### config.mk
export PLATFORM = sky130hd
export DESIGN_NAME = json_object_framer_core
export DESIGN_NICKNAME = d
export VERILOG_FILES = /design/src/rtl/jof_pkg.sv /design/src/rtl/jof_scan.sv /design/src/rtl/jof_out.sv /design/src/rtl/json_object_framer_core.sv
export SDC_FILE = /design/constraint.sdc
export NUM_CORES = 1
export LEC_CHECK = 0
export ABC_AREA = 1
export BUFFER_PORTS_ARGS = -buffer_cell sky130_fd_sc_hd__buf_2
export CAP_MARGIN = 20
export CELL_PAD_IN_SITES_DETAIL_PLACEMENT = 0
export CELL_PAD_IN_SITES_GLOBAL_PLACEMENT = 1
export CORE_AREA = 5 5 101 103
export CTS_BUF_LIST = sky130_fd_sc_hd__clkbuf_8
export CTS_CLUSTER_SIZE = 30
export DETAILED_ROUTE_END_ITERATION = 8
export DIE_AREA = 0 0 106 108
export GPL_TIMING_DRIVEN = 0
export PLACE_DENSITY = 0.62
export SLEW_MARGIN = 25
export SYNTH_ARGS = -nofsm -noshare
export SYNTH_HDL_FRONTEND = slang
export SYNTH_HIERARCHICAL = 1
export SYNTH_SLANG_ARGS = --single-unit
### constraint.sdc
create_clock -name clk -period 6.2 [get_ports clk]
set_input_delay 0.62 -clock clk [delete_from_list [all_inputs] [get_ports clk]]
set_output_delay 0.62 -clock clk [all_outputs]
set_load 0.01 [all_outputs]
### src/rtl/jof_pkg.sv
package jof_pkg;

    localparam int DEPTH_BITS = 16;

    localparam logic [7:0] CH_OPEN   = 8'h7B;
    localparam logic [7:0] CH_CLOSE  = 8'h7D;
    localparam logic [7:0] CH_QUOTE  = 8'h22;
    localparam logic [7:0] CH_BSLASH = 8'h5C;

    localparam logic [DEPTH_BITS-1:0] DEPTH_MAX = {DEPTH_BITS{1'b1}};
    localparam logic [DEPTH_BITS-1:0] DEPTH_ONE = {{(DEPTH_BITS-1){1'b0}}, 1'b1};

    typedef struct packed {
        logic [7:0] data;
        logic       first;
        logic       last;
        logic       ovf;
    } res_t;

endpackage

### src/rtl/jof_scan.sv
module jof_scan
    import jof_pkg::*;
(
    input  logic       clk,
    input  logic       rst_n,
    input  logic [7:0] scan_byte,
    input  logic       step,
    output logic       emit,
    output res_t       res
);

    logic [DEPTH_BITS-1:0] depth_reg;
    logic [DEPTH_BITS-1:0] depth_next;
    logic                  obj_reg;
    logic                  obj_next;
    logic                  quote_reg;
    logic                  quote_next;
    logic                  esc_reg;
    logic                  esc_next;
    logic                  first;
    logic                  last;
    logic                  ovf;

    always_comb
    begin
        depth_next = depth_reg;
        obj_next   = obj_reg;
        quote_next = quote_reg;
        esc_next   = 1'b0;
        emit       = obj_reg;
        first      = 1'b0;
        last       = 1'b0;
        ovf        = 1'b0;
        if (esc_reg)
        begin
            esc_next = 1'b0;
        end
        else if (quote_reg)
        begin
            if (scan_byte == CH_BSLASH)
            begin
                esc_next = 1'b1;
            end
            else if (scan_byte == CH_QUOTE)
            begin
                quote_next = 1'b0;
            end
        end
        else if (scan_byte == CH_QUOTE)
        begin
            quote_next = 1'b1;
        end
        else if (!obj_reg)
        begin
            if (scan_byte == CH_OPEN)
            begin
                obj_next   = 1'b1;
                depth_next = DEPTH_ONE;
                emit       = 1'b1;
                first      = 1'b1;
            end
        end
        else if (scan_byte == CH_OPEN)
        begin
            if (depth_reg == DEPTH_MAX)
            begin
                ovf = 1'b1;
            end
            else
            begin
                depth_next = depth_reg + DEPTH_ONE;
            end
        end
        else if (scan_byte == CH_CLOSE)
        begin
            if (depth_reg <= DEPTH_ONE)
            begin
                last = 1'b1;
            end
            else
            begin
                depth_next = depth_reg - DEPTH_ONE;
            end
        end
        // message done, everything back to idle
        if (last)
        begin
            depth_next = '0;
            obj_next   = 1'b0;
            quote_next = 1'b0;
            esc_next   = 1'b0;
        end
    end

    assign res.data  = scan_byte;
    assign res.first = first;
    assign res.last  = last;
    assign res.ovf   = ovf;

    always_ff @(posedge clk or negedge rst_n)
    begin
        if (!rst_n)
        begin
            depth_reg <= '0;
            obj_reg   <= 1'b0;
            quote_reg <= 1'b0;
            esc_reg   <= 1'b0;
        end
        else if (step)
        begin
            depth_reg <= depth_next;
            obj_reg   <= obj_next;
            quote_reg <= quote_next;
            esc_reg   <= esc_next;
        end
    end

endmodule

### src/rtl/jof_out.sv
module jof_out
    import jof_pkg::*;
(
    input  logic       clk,
    input  logic       rst_n,
    input  logic       load,
    input  res_t       res,
    output logic       ready,
    output logic       out_valid,
    input  logic       out_stall,
    output logic [7:0] out_byte,
    output logic       msg_first,
    output logic       msg_last,
    output logic       depth_overflow
);

    logic valid_reg;
    logic valid_next;
    res_t res_reg;

    assign ready = !valid_reg || !out_stall;

    always_comb
    begin
        valid_next = valid_reg;
        if (ready)
        begin
            valid_next = load;
        end
    end

    always_ff @(posedge clk or negedge rst_n)
    begin
        if (!rst_n)
        begin
            valid_reg <= 1'b0;
        end
        else
        begin
            valid_reg <= valid_next;
        end
    end

    // payload, no reset
    always_ff @(posedge clk)
    begin
        if (ready && load)
        begin
            res_reg <= res;
        end
    end

    assign out_valid      = valid_reg;
    assign out_byte       = res_reg.data;
    assign msg_first      = res_reg.first;
    assign msg_last       = res_reg.last;
    assign depth_overflow = res_reg.ovf;

endmodule

### src/rtl/json_object_framer_core.sv
// pipeline: 2 register stages, input then result; an accepted input item is held in the
// input register, then its result in the result register, and an output stall can hold either
// throughput: one byte per cycle unless the output stalls; the input register is scanned combinationally
// bytes outside a message give no result
// reset (rst_n low, asynchronous) clears depth, message, quoting and escape state and
// both pipeline valid flags; payload registers are not reset
module json_object_framer_core
    import jof_pkg::*;
(
    input  logic       clk,
    input  logic       rst_n,
    input  logic       in_valid,
    output logic       in_stall,
    input  logic [7:0] in_byte,
    output logic       out_valid,
    input  logic       out_stall,
    output logic [7:0] out_byte,
    output logic       msg_first,
    output logic       msg_last,
    output logic       depth_overflow
);

    logic       in_v_reg;
    logic [7:0] in_byte_reg;
    logic       emit;
    logic       out_ready;
    logic       advance;
    res_t       res;

    assign advance  = in_v_reg && (!emit || out_ready);
    assign in_stall = in_v_reg && !advance;

    always_ff @(posedge clk or negedge rst_n)
    begin
        if (!rst_n)
        begin
            in_v_reg <= 1'b0;
        end
        else if (!in_stall)
        begin
            in_v_reg <= in_valid;
        end
    end

    always_ff @(posedge clk)
    begin
        if (!in_stall && in_valid)
        begin
            in_byte_reg <= in_byte;
        end
    end

    jof_scan u_scan (
        .clk       (clk),
        .rst_n     (rst_n),
        .scan_byte (in_byte_reg),
        .step      (advance),
        .emit      (emit),
        .res       (res)
    );

    jof_out u_out (
        .clk            (clk),
        .rst_n          (rst_n),
        .load           (advance && emit),
        .res            (res),
        .ready          (out_ready),
        .out_valid      (out_valid),
        .out_stall      (out_stall),
        .out_byte       (out_byte),
        .msg_first      (msg_first),
        .msg_last       (msg_last),
        .depth_overflow (depth_overflow)
    );

endmodule

---- After elaboration in Yosys (flattened, before gate mapping) ----
Index checks and enable logic that the tools add are counted.
operators by class
  $add $sub $neg .......................... 2
  divide/modulo/power cells ............... 0
  bitwise operators ....................... 2
  reduce and logical (&&, ||, !) cells .... 18
  mux-type cells .......................... 34
  shift operators ......................... 0
  multiply operators ...................... 0
  magnitude comparators ................... 1
  equal/unequal tests ..................... 10
operators with widths
  operator                                                count
  two-way mux 16 bit                                      10
  == test 8 x 7 -> 1 bit (second input constant)          3
  two-way mux 1 bit                                       24
  adder 16 x 1 -> 16 bit (second input constant)          1
  == test 16 bit (second input constant)                  1
  <= comparator 16 x 1 -> 1 bit (second input constant)   1
  subtractor 16 x 1 -> 16 bit (second input constant)     1
  == test 8 x 6 -> 1 bit (second input constant)          1
  AND reduction 8 bit                                     1
  nonzero test 3 bit                                      2
  logical AND 1 bit                                       5
  zero test 1 bit                                         5
  OR reduction 5 bit                                      1
  inequality test 2 bit (second input constant)           2
  inequality test 4 bit (second input constant)           1
  OR reduction 4 bit                                      1
  inequality test 3 x 1 -> 1 bit (second input constant)  1
  logical OR 1 bit                                        2
  inequality test 2 x 1 -> 1 bit (second input constant)  1
  NOT 1 bit                                               2
  AND reduction 2 bit                                     1
storage, ports and cells
  latch bits .............................. 0
  bits in writable memories ............... 0
  memories kept ........................... 0
  flip-flop bits (word level) ............. 40
  memory bits (read-only) ................. 0
  logic and storage cells ................. 78
  output and inout port bits .............. 13

---- Longest topological paths before layout ----
Gate-level depths: netlist of the first run.
  depth in word-level cells ............... 13
  gate-level depth with buffers ........... 16
  depth with buffers taken out ............ 14

---- Cells and area by module ----
The synthesis of the first run kept the hierarchy.
by module, submodules not included
  module                   area each (sq um)  instances  seq. area each (sq um)  cells each
  jof_scan                 1991.9             1          475.5                   334
  jof_out                  371.6              1          355.3                   16
  json_object_framer_core  309.0              1          265.3                   19

---- Worst setup path after synthesis of the first run ----
No wires, ideal clock.
  path kind ............................... flip-flop to flip-flop
  from .................................... register in_byte_reg[2]
  to ...................................... register u_out.res_reg (netlist bit u_out/depth_overflow), enable pin
  data arrival time ....................... 1.920 ns
  slack ................................... 3.897 ns
  setup time .............................. 0.382 ns
  required time ........................... 5.818 ns
  buffers on the path ..................... 0
  stages on the path, launching flop included .. 12
  path through ............................ edfxtp_1 -> inv_1 -> nand2_1 -> nor2_1 -> nand2_2 -> inv_1 -> nand4_1 -> nand2_1 -> nand3_1 -> inv_1 -> inv_1 -> a21oi_1
on the way
  longest elaborated chain between the ends .. 11
  elaborated cells between the ends (all ways) .. 12
  those cells by class .................... 2 x eq/ne; 5 x mux; 5 x reduce/logical
RTL lines
  element                           RTL line                       text
  start: declaration                json_object_framer_core.sv:24  logic [7:0] in_byte_reg;
  start signal: assignment          json_object_framer_core.sv:49  in_byte_reg <= in_byte;
  == test 8 x 7 -> 1 bit            jof_scan.sv:55                 if (scan_byte == CH_OPEN)
  two-way mux 1 bit                 jof_scan.sv:55
  two-way mux 1 bit                 jof_scan.sv:53                 else if (!obj_reg)
  two-way mux 1 bit * (2 in a row)  --
  two-way mux 1 bit *               jof_scan.sv:34                 if (esc_reg)
  via emit                          json_object_framer_core.sv:25  logic emit;
  zero test 1 bit                   json_object_framer_core.sv:30  assign advance = in_v_reg && (!emit || out_ready);
  logical OR 1 bit                  json_object_framer_core.sv:30
  logical AND 1 bit                 json_object_framer_core.sv:30
  logical AND 1 bit *               json_object_framer_core.sv:65  .load (advance && emit),
  logical AND 1 bit *               jof_out.sv:47                  if (ready && load)
  end signal: assignment            jof_out.sv:49                  res_reg <= res;
  end: declaration                  jof_out.sv:19                  res_t res_reg;
The timed path passes the listed nets; every way through them passes the cells marked *.
A chain may end at the register's enable or synchronous reset.

---- Final worst setup path of the first run ----
  from .................................... register in_byte_reg[5]
  to ...................................... register u_scan.depth_reg[3]
on the way
  longest elaborated chain between the ends .. 10
  elaborated cells between the ends (all ways) .. 31
  those cells by class .................... 8 x eq/ne; 17 x mux; 6 x reduce/logical
RTL lines
  element                           RTL line                       text
  == test 8 x 7 -> 1 bit            jof_scan.sv:55
  two-way mux 1 bit                 jof_scan.sv:55
  two-way mux 1 bit                 jof_scan.sv:53
  two-way mux 1 bit * (2 in a row)  --
  two-way mux 1 bit *               jof_scan.sv:34
  via emit                          json_object_framer_core.sv:25
  zero test 1 bit *                 json_object_framer_core.sv:30
  logical OR 1 bit *                json_object_framer_core.sv:30
  logical AND 1 bit *               json_object_framer_core.sv:30
  via advance                       json_object_framer_core.sv:27  logic advance;
  AND reduction 8 bit (no line) *   --
  end signal: assignment            jof_scan.sv:111                depth_reg <= depth_next;
  end: declaration                  jof_scan.sv:12                 logic [DEPTH_BITS-1:0] depth_reg;
The timed path passes the listed nets; every way through them passes the cells marked *. The select of a mux whose other input is x is not followed.

==> summary.md, run 1 <==
| Metric | Value |
|---|---|
| Sequential fraction of design power | 54.3% |
| Clock power share | 33.3% |
| Crit path capture type | flop |
| Largest net degree at the start of global routing | 22 |
| Compound-gate portion of the synthesized area | 5.15% |
| Layout Skew | 0.0122 ns |
| Io pins | 25 |
| Post-Synthesis Cells | 369 |
| TritonCTS sink count | 40 |
| Avg WL per Cell | 13.6 um |
| Cts bufs inserted | 5 |
| Reg-to-reg slack, setup | 3.30 ns |
| Slowest stage delay, CP | 0.41 ns |
| Core Region | 9110 um2 |
| Period utilization | 46.8% |
| Initial core utilization | 29.3% |
| RSZ-0062 raised after global routing | no |
| Post-synthesis xor/xnor area fraction | 2.95% |
| Worst Hold Class | in2async |
| Int Pwr | 0.000389 W |
| Postcts setup bufs | 0 |
| Post-synthesis register bit count | 40 |
| Post-Syn Area | 2670 um2 |
| Max FFs per register | 16 |
| # nets final | 415 |
| Final setup vio count | 0 |
| Largest family of logic cells by synthesized area | simple AND/OR/NAND/NOR gates |
| R2R cell count | 13 |
| Die H | 108 um |
| Fill cells | 1011 |
| Net Switching | 0.000150 W |
| DRC violations left | 0 |
| Crit path max fanout | 9 |
| Die area | 11400 um2 |
| First-pass GRT wire length | 11400 um |
| Max cap viols | 0 |
| WP data arrival | 3.11 ns |
| Global-route track usage on met1 | 17.6% |
| Vias per inst | 4.61 |
| Dominant cell type by area after synthesis | edfxtp_1 |
| Final wirelength | 6960 um |
| Max Fclk | 345 MHz |
| First-iteration detailed-routing DRC count | 118 |
| Syn Nets | 384 |
| Share of layout cells above drive strength 1 | 18.5% |
| Die width | 106 um |
| Maximum clock insertion buffer count | 2 |
| Antenna Cells | 0 |
| Status | finished clean |
| PortBufs | 24 |
| Post-DP HPWL | 5310 um |
| Root buf cell | clkbuf_8 |
| Slew margin rel. | 48.4% |
| Net Sw Frac | 27.8% |
| Post-synth cell types | 30 |
| Post-CTS Resized | 0 |
| Clk Latency, worst-skew pair | 0.30 ns |
| GR peak layer | met2 |
| Gpl congestion | 0.824 |
| DRT antenna net count | 0 |
| Combinational fraction of design power | 12.4% |
| Count leader, synth | nand2_1 |
| Final Max Slew Viols | 0 |
| Setup TNS Final | 0 ns |
| Seq/Total Area, Yosys | 41.0% |
| Req. time, crit path | 6.41 ns |
| Final Hold Vio Count | 0 |
| CTS tree | done |
| Total gr overflow | 0 |
| Total track usage | 12.7% |
| Critical path's slowest cell | edfxtp_1 |
| Post-synthesis async set-or-reset flop share | 52.5% |
| Average cell area after synthesis | 7.24 um2 |
| Total number of vias | 2360 |
| Hold bufs inserted after CTS | 0 |
| Most used flip-flop cell after synthesis | dfrtp_1 |
| Final Util | 33.2% |
| Post-synth EDFFs | 19 |
| Worst-path clk slew | 0.10 ns |
| Final period demand of the worst path | 2.90 ns |
| Max H-tree Level | 2 |
| First drt pass iteration count | 4 |
| CP startpoint kind | flop |
| GR Layer Usage met2 | 20.9% |
| Mux cell area share after synthesis | 0% |
| YS warnings | 6 |
| Cell Count, Final, Fillers Out | 512 |
| GR met3 Demand/Resource | 1.85% |
| Dpl cells | 504 |
| Simple-Gate Fraction of Synth Area | 38.0% |
| Vias in the first global route | 2273 |
| Synthesis-to-finish area growth | 13.0% |
| Maximum vdd drop | 0.0698 mV |
| Area share of the largest cell type after synthesis | 21.3% |
| Critical path type | reg2reg |
| Post-synth top cells | nand2_1 (116), nor2_1 (55), inv_1 (39) |
| Post-Synth Adder-Cell Area | 1.40% |
| FP Rows | 35 |
| PwrDens | 178 nW/um2 |
| Synth area leaders | edfxtp_1 (21%), dfrtp_1 (20%), nand2_1 (16%), nor2_1 (7.7%), inv_1 (5.5%) |
| Slew of the pin with the lowest slew margin | 0.768 ns |
| CP Cell Sequence | nand2_1 > nor2_2 > nand2_2 > inv_1 > nand4_1 > nand2_1 > a21boi_0 > inv_1 > nor2_1 > and3_1 > buf_2 > nand3_2 > o21ai_1 |
| Initial antenna violation count | 0 |
| Leakage | 1.52 nW |
layer usage:
layer  part of all wire, %  up-vias
met5                     0        -
met4                  0.96        0
met3                   3.6        4
met2                    45       44
met1                    51     1087
li1                      -     1225
power groups by stage:
| stage | clock, W | combinational (W) | sequential [W] |
|---|---|---|---|
| floorplan | 0 | 0.0000489 | 0.000296 |
| global placement | 0 | 0.0000672 | 0.000298 |
| detailed placement | 0 | 0.0000672 | 0.000298 |
| CTS | 0.000191 | 0.0000675 | 0.000292 |
| global route | 0.000201 | 0.0000763 | 0.000294 |
| finish | 0.000179 | 0.0000669 | 0.000292 |
critical path: cells and delay by family (launching register included):
family	cells	cell delay, ns
simple gates	8	1.41
compound gates	2	0.59
buf+inv	3	0.42
flops	1	0.41
cells in the final DEF, fill, tap and decap left out:
cell type / n
nand4_1: 12
o21ai_2: 2
a21boi_0: 1
nor2_2: 9
nand3_4: 1
o22ai_1: 2
a21oi_1: 1
xnor2_1: 2
dfrtp_1: 21
nor2_1: 55
nand3_2: 4
buf_2: 32
nand3_1: 27
clkinv_2: 1
xor2_1: 7
nand2_2: 2
buf_4: 11
buf_6: 3
edfxtp_1: 19
o21a_1: 2
o21bai_1: 1
o21ai_0: 4
inv_2: 1
clkinvlp_4: 1
inv_1: 40
a22oi_1: 1
clkbuf_8: 5
nand2_1: 116
and3_1: 1
o21ai_1: 8
a21oi_2: 1
ha_1: 3
nand2_4: 1
nor3_1: 4
kinds of logic (layout without fill, tap and decap cells):
group                      Yosys count  in the layout
AOI/OAI and AO/OA                   23             23
and+or+nand+nor                    232            232
buffers and inverters               62             94
DFF                                 40             40
adders and majority gates            3              3
xor gates and xnor gates             9              9
stage by stage:
step	hold WS (ns)	worst slack, ns	area (um2)	total power [W]
6_report	0.303	3.30	3020	0.000539
5_1_grt	0.344	2.95	3020	0.000571
4_1_cts	0.320	3.33	3020	0.000551
3_5_place_dp	0.561	3.36	2940	0.000365
3_3_place_gp	0.542	3.18	2930	0.000365
2_1_floorplan	0.324	3.90	2670	0.000345
path summary, 6_finish.rpt:
check	startpoint	to
worst max register to register	in_byte_reg[5]	u_scan/depth_reg[3]
worst min register to register	u_scan/quote_reg	u_scan/esc_reg
min in group clk	in_byte[5]	in_byte_reg[5]
worst min-delay path	rst_n	u_scan/depth_reg[10]
worst max-delay path	in_byte_reg[5]	u_scan/depth_reg[3]
max in group asynchronous	rst_n	u_scan/depth_reg[8]
layout make-up:
| class | instances | area, um2 | area share (%) |
|---|---|---|---|
| plain buffers | 22 | 156 | 5.18 |
| multi-input cells | 267 | 1270 | 42.2 |
| inverters | 40 | 150 | 4.97 |
| clock buffers | 5 | 68.8 | 2.28 |
| repair buffers | 24 | 120 | 3.98 |
| well taps | 111 | 139 | 4.60 |
| flip-flops and latches | 40 | 1100 | 36.3 |
| clock inverters | 3 | 16.3 | 0.539 |
(Power assumes the default switching activity.)
==> run 2: changes to the inputs <==
clock period = 2.95 ns   (was 6.2 ns; I/O delays follow)
==> run 2 against run 1 <==
Net effect:
- sequential power rose by 110%
- clock power rose by 110%
- utilization grew 0.26 points
- global-route usage stayed put
==> summary.md, run 2 (same netlist as run 1, synthesis figures left out) <==
| Metric | Value |
|---|---|
| Critical path's slowest cell | edfxtp_1 |
| DRC violations left | 0 |
| Reg2reg end | u_scan/depth_reg[3] |
| Maximum vdd drop | 0.150 mV |
| Pre-CTS setup slack | 0.107 ns |
| GR peak layer | met2 |
| Hold_sp | in_byte[7] |
| Io pins | 25 |
| Slowest stage delay, CP | 0.42 ns |
| Crit path max fanout | 9 |
| CP Cell Sequence | nand2_1 > nor2_2 > nand2_2 > inv_1 > nand4_1 > nand2_1 > a21boi_2 > inv_1 > nor2_1 > and3_1 > buf_2 > nand3_2 > o21ai_1 |
| Final Util | 33.4% |
| Core Region | 9110 um2 |
| Vias per inst | 4.59 |
| Root buf cell | clkbuf_8 |
| Gpl congestion | 0.824 |
| Worst Hold Path EP | in_byte_reg[7] |
| Critical path type | reg2reg |
| Largest net degree at the start of global routing | 22 |
| Final Max Slew Viols | 0 |
| Die area | 11400 um2 |
| Final instance area | 3040 um2 |
| CP startpoint kind | flop |
| Status | finished clean |
| Final Hold Vio Count | 0 |
| Global-route track usage on met1 | 17.6% |
| Avg WL per Cell | 13.6 um |
| Final worst-path setup slack | 0.339 ns |
| FP Rows | 35 |
| RSZ-0062 raised after global routing | no |
| GR Layer Usage met2 | 20.9% |
| Final wirelength | 6970 um |
| Initial antenna violation count | 0 |
| Slew margin rel. | 48.1% |
| Max H-tree Level | 2 |
| CTS tree | done |
| Cts bufs inserted | 5 |
| Total gr overflow | 0 |
| R2R cell count | 13 |
| Post-DP HPWL | 5310 um |
| Synthesis-to-finish area growth | 13.9% |
| Hold Path Cell Cnt | 1 |
| WP data arrival | 2.82 ns |
| First-pass GRT wire length | 11400 um |
| PwrDens | 373 nW/um2 |
| Crit path capture type | flop |
| Worst-path clk slew | 0.08 ns |
| Worst r2r src | in_byte_reg[5] |
| PortBufs | 24 |
| First drt pass iteration count | 4 |
| Max FFs per register | 16 |
| Period utilization | 88.5% |
| Antenna Cells | 0 |
| Die H | 108 um |
| Req. time, crit path | 3.16 ns |
| Initial core utilization | 29.3% |
| WHS | 0.171 ns |
| Layout Skew | 0.0119 ns |
| TritonCTS sink count | 40 |
| Reg-to-reg slack, setup | 0.34 ns |
| Area after DPL | 2940 um2 |
| # nets final | 417 |
| DRT antenna net count | 0 |
| Vias in the first global route | 2276 |
| Final period demand of the worst path | 2.61 ns |
| Die width | 106 um |
| Final setup vio count | 0 |
| Max cap viols | 0 |
| Worst Hold Class | in2reg |
| Total number of vias | 2357 |
| Share of layout cells above drive strength 1 | 18.9% |
| Commonest non-fill, non-tap cell in the layout | nand2_1 |
| Leakage | 1.53 nW |
| First-iteration detailed-routing DRC count | 128 |
| Most used cells in the layout excluding fill and tap cells | nand2_1 (116), nor2_1 (55), inv_1 (40) |
| Max Fclk | 383 MHz |
| Total track usage | 12.7% |
| GR met3 Demand/Resource | 1.85% |
| Maximum clock insertion buffer count | 2 |
| Final Power | 0.00114 W |
| Slew of the pin with the lowest slew margin | 0.772 ns |
| Clk Latency, worst-skew pair | 0.30 ns |
==> run 2: cell count changes in the layout (fill, tap and decap cells not counted) <==
cell / change
dlygate4sd3_1: +1
clkbuf_4: +1
buf_2: -1
a21boi_0: -1
buf_4: +1
a21boi_2: +1
==> run 2: worst max-delay path by stage <==
stage                         startpoint              endpoint  slack [ns]  depth (start not counted)
after floorplan           in_byte_reg[2]  u_out/depth_overflow        0.65                         11
after global placement    in_byte_reg[2]        u_out/msg_last       -0.07                         11
after detailed placement  in_byte_reg[6]   u_scan/depth_reg[3]        0.11                         13
after CTS                 in_byte_reg[5]   u_scan/depth_reg[3]        0.08                         13
after global routing      in_byte_reg[7]   u_scan/depth_reg[3]        0.03                         14
final                     in_byte_reg[5]   u_scan/depth_reg[3]        0.34                         13
==> run 2: area by class of cell <==
cell class,instances,area [um2]
clock buffers,5,68.8
repair buffers,26,138
well taps,111,139
clock inverters,3,16.3
fillers,1011,6060
flip-flops and latches,40,1100
multi-input cells,267,1280
plain buffers,22,159
inverters,40,150
==> run 2: metal layers <==
metal | routed length [um] | vias to the layer above | share of wire [%]
met5 | 0 | - | 0
met4 | 67 | 0 | 0.96
met3 | 258 | 4 | 3.7
li1 | - | 1228 | -
met2 | 3120 | 40 | 45
met1 | 3520 | 1085 | 51
==> run 2: metrics by stage <==
| step | instances | setup TNS [ns] |
|---|---|---|
| floorplan | 369 | 0 |
| global placement | 504 | -0.805 |
| detailed placement | 504 | 0 |
| CTS | 513 | 0 |
| global route | 514 | 0 |
| finish | 514 | 0 |
==> run 2: worst max-delay path, delay by kind of cell (launching register included) <==
family,cells,cell delay (ns)
simple gates,8,1.32
compound gates,2,0.42
flops,1,0.42
buf+inv,3,0.38
==> run 2: report_power, final <==
group / total, W / switching [W] / internal (W)
Clock: 0.000379 / 0.000216 / 0.000163
Combinational: 0.000143 / 0.0000872 / 0.0000558
Sequential: 0.000614 / 0.0000133 / 0.000601
==> run 2: repair_timing <==
action	CTS	global route
endpoints found under the setup margin	0	25
hold endpoints to repair	7	0
gates resized for setup	0	3
hold buffers	1	0
setup buffers	0	1
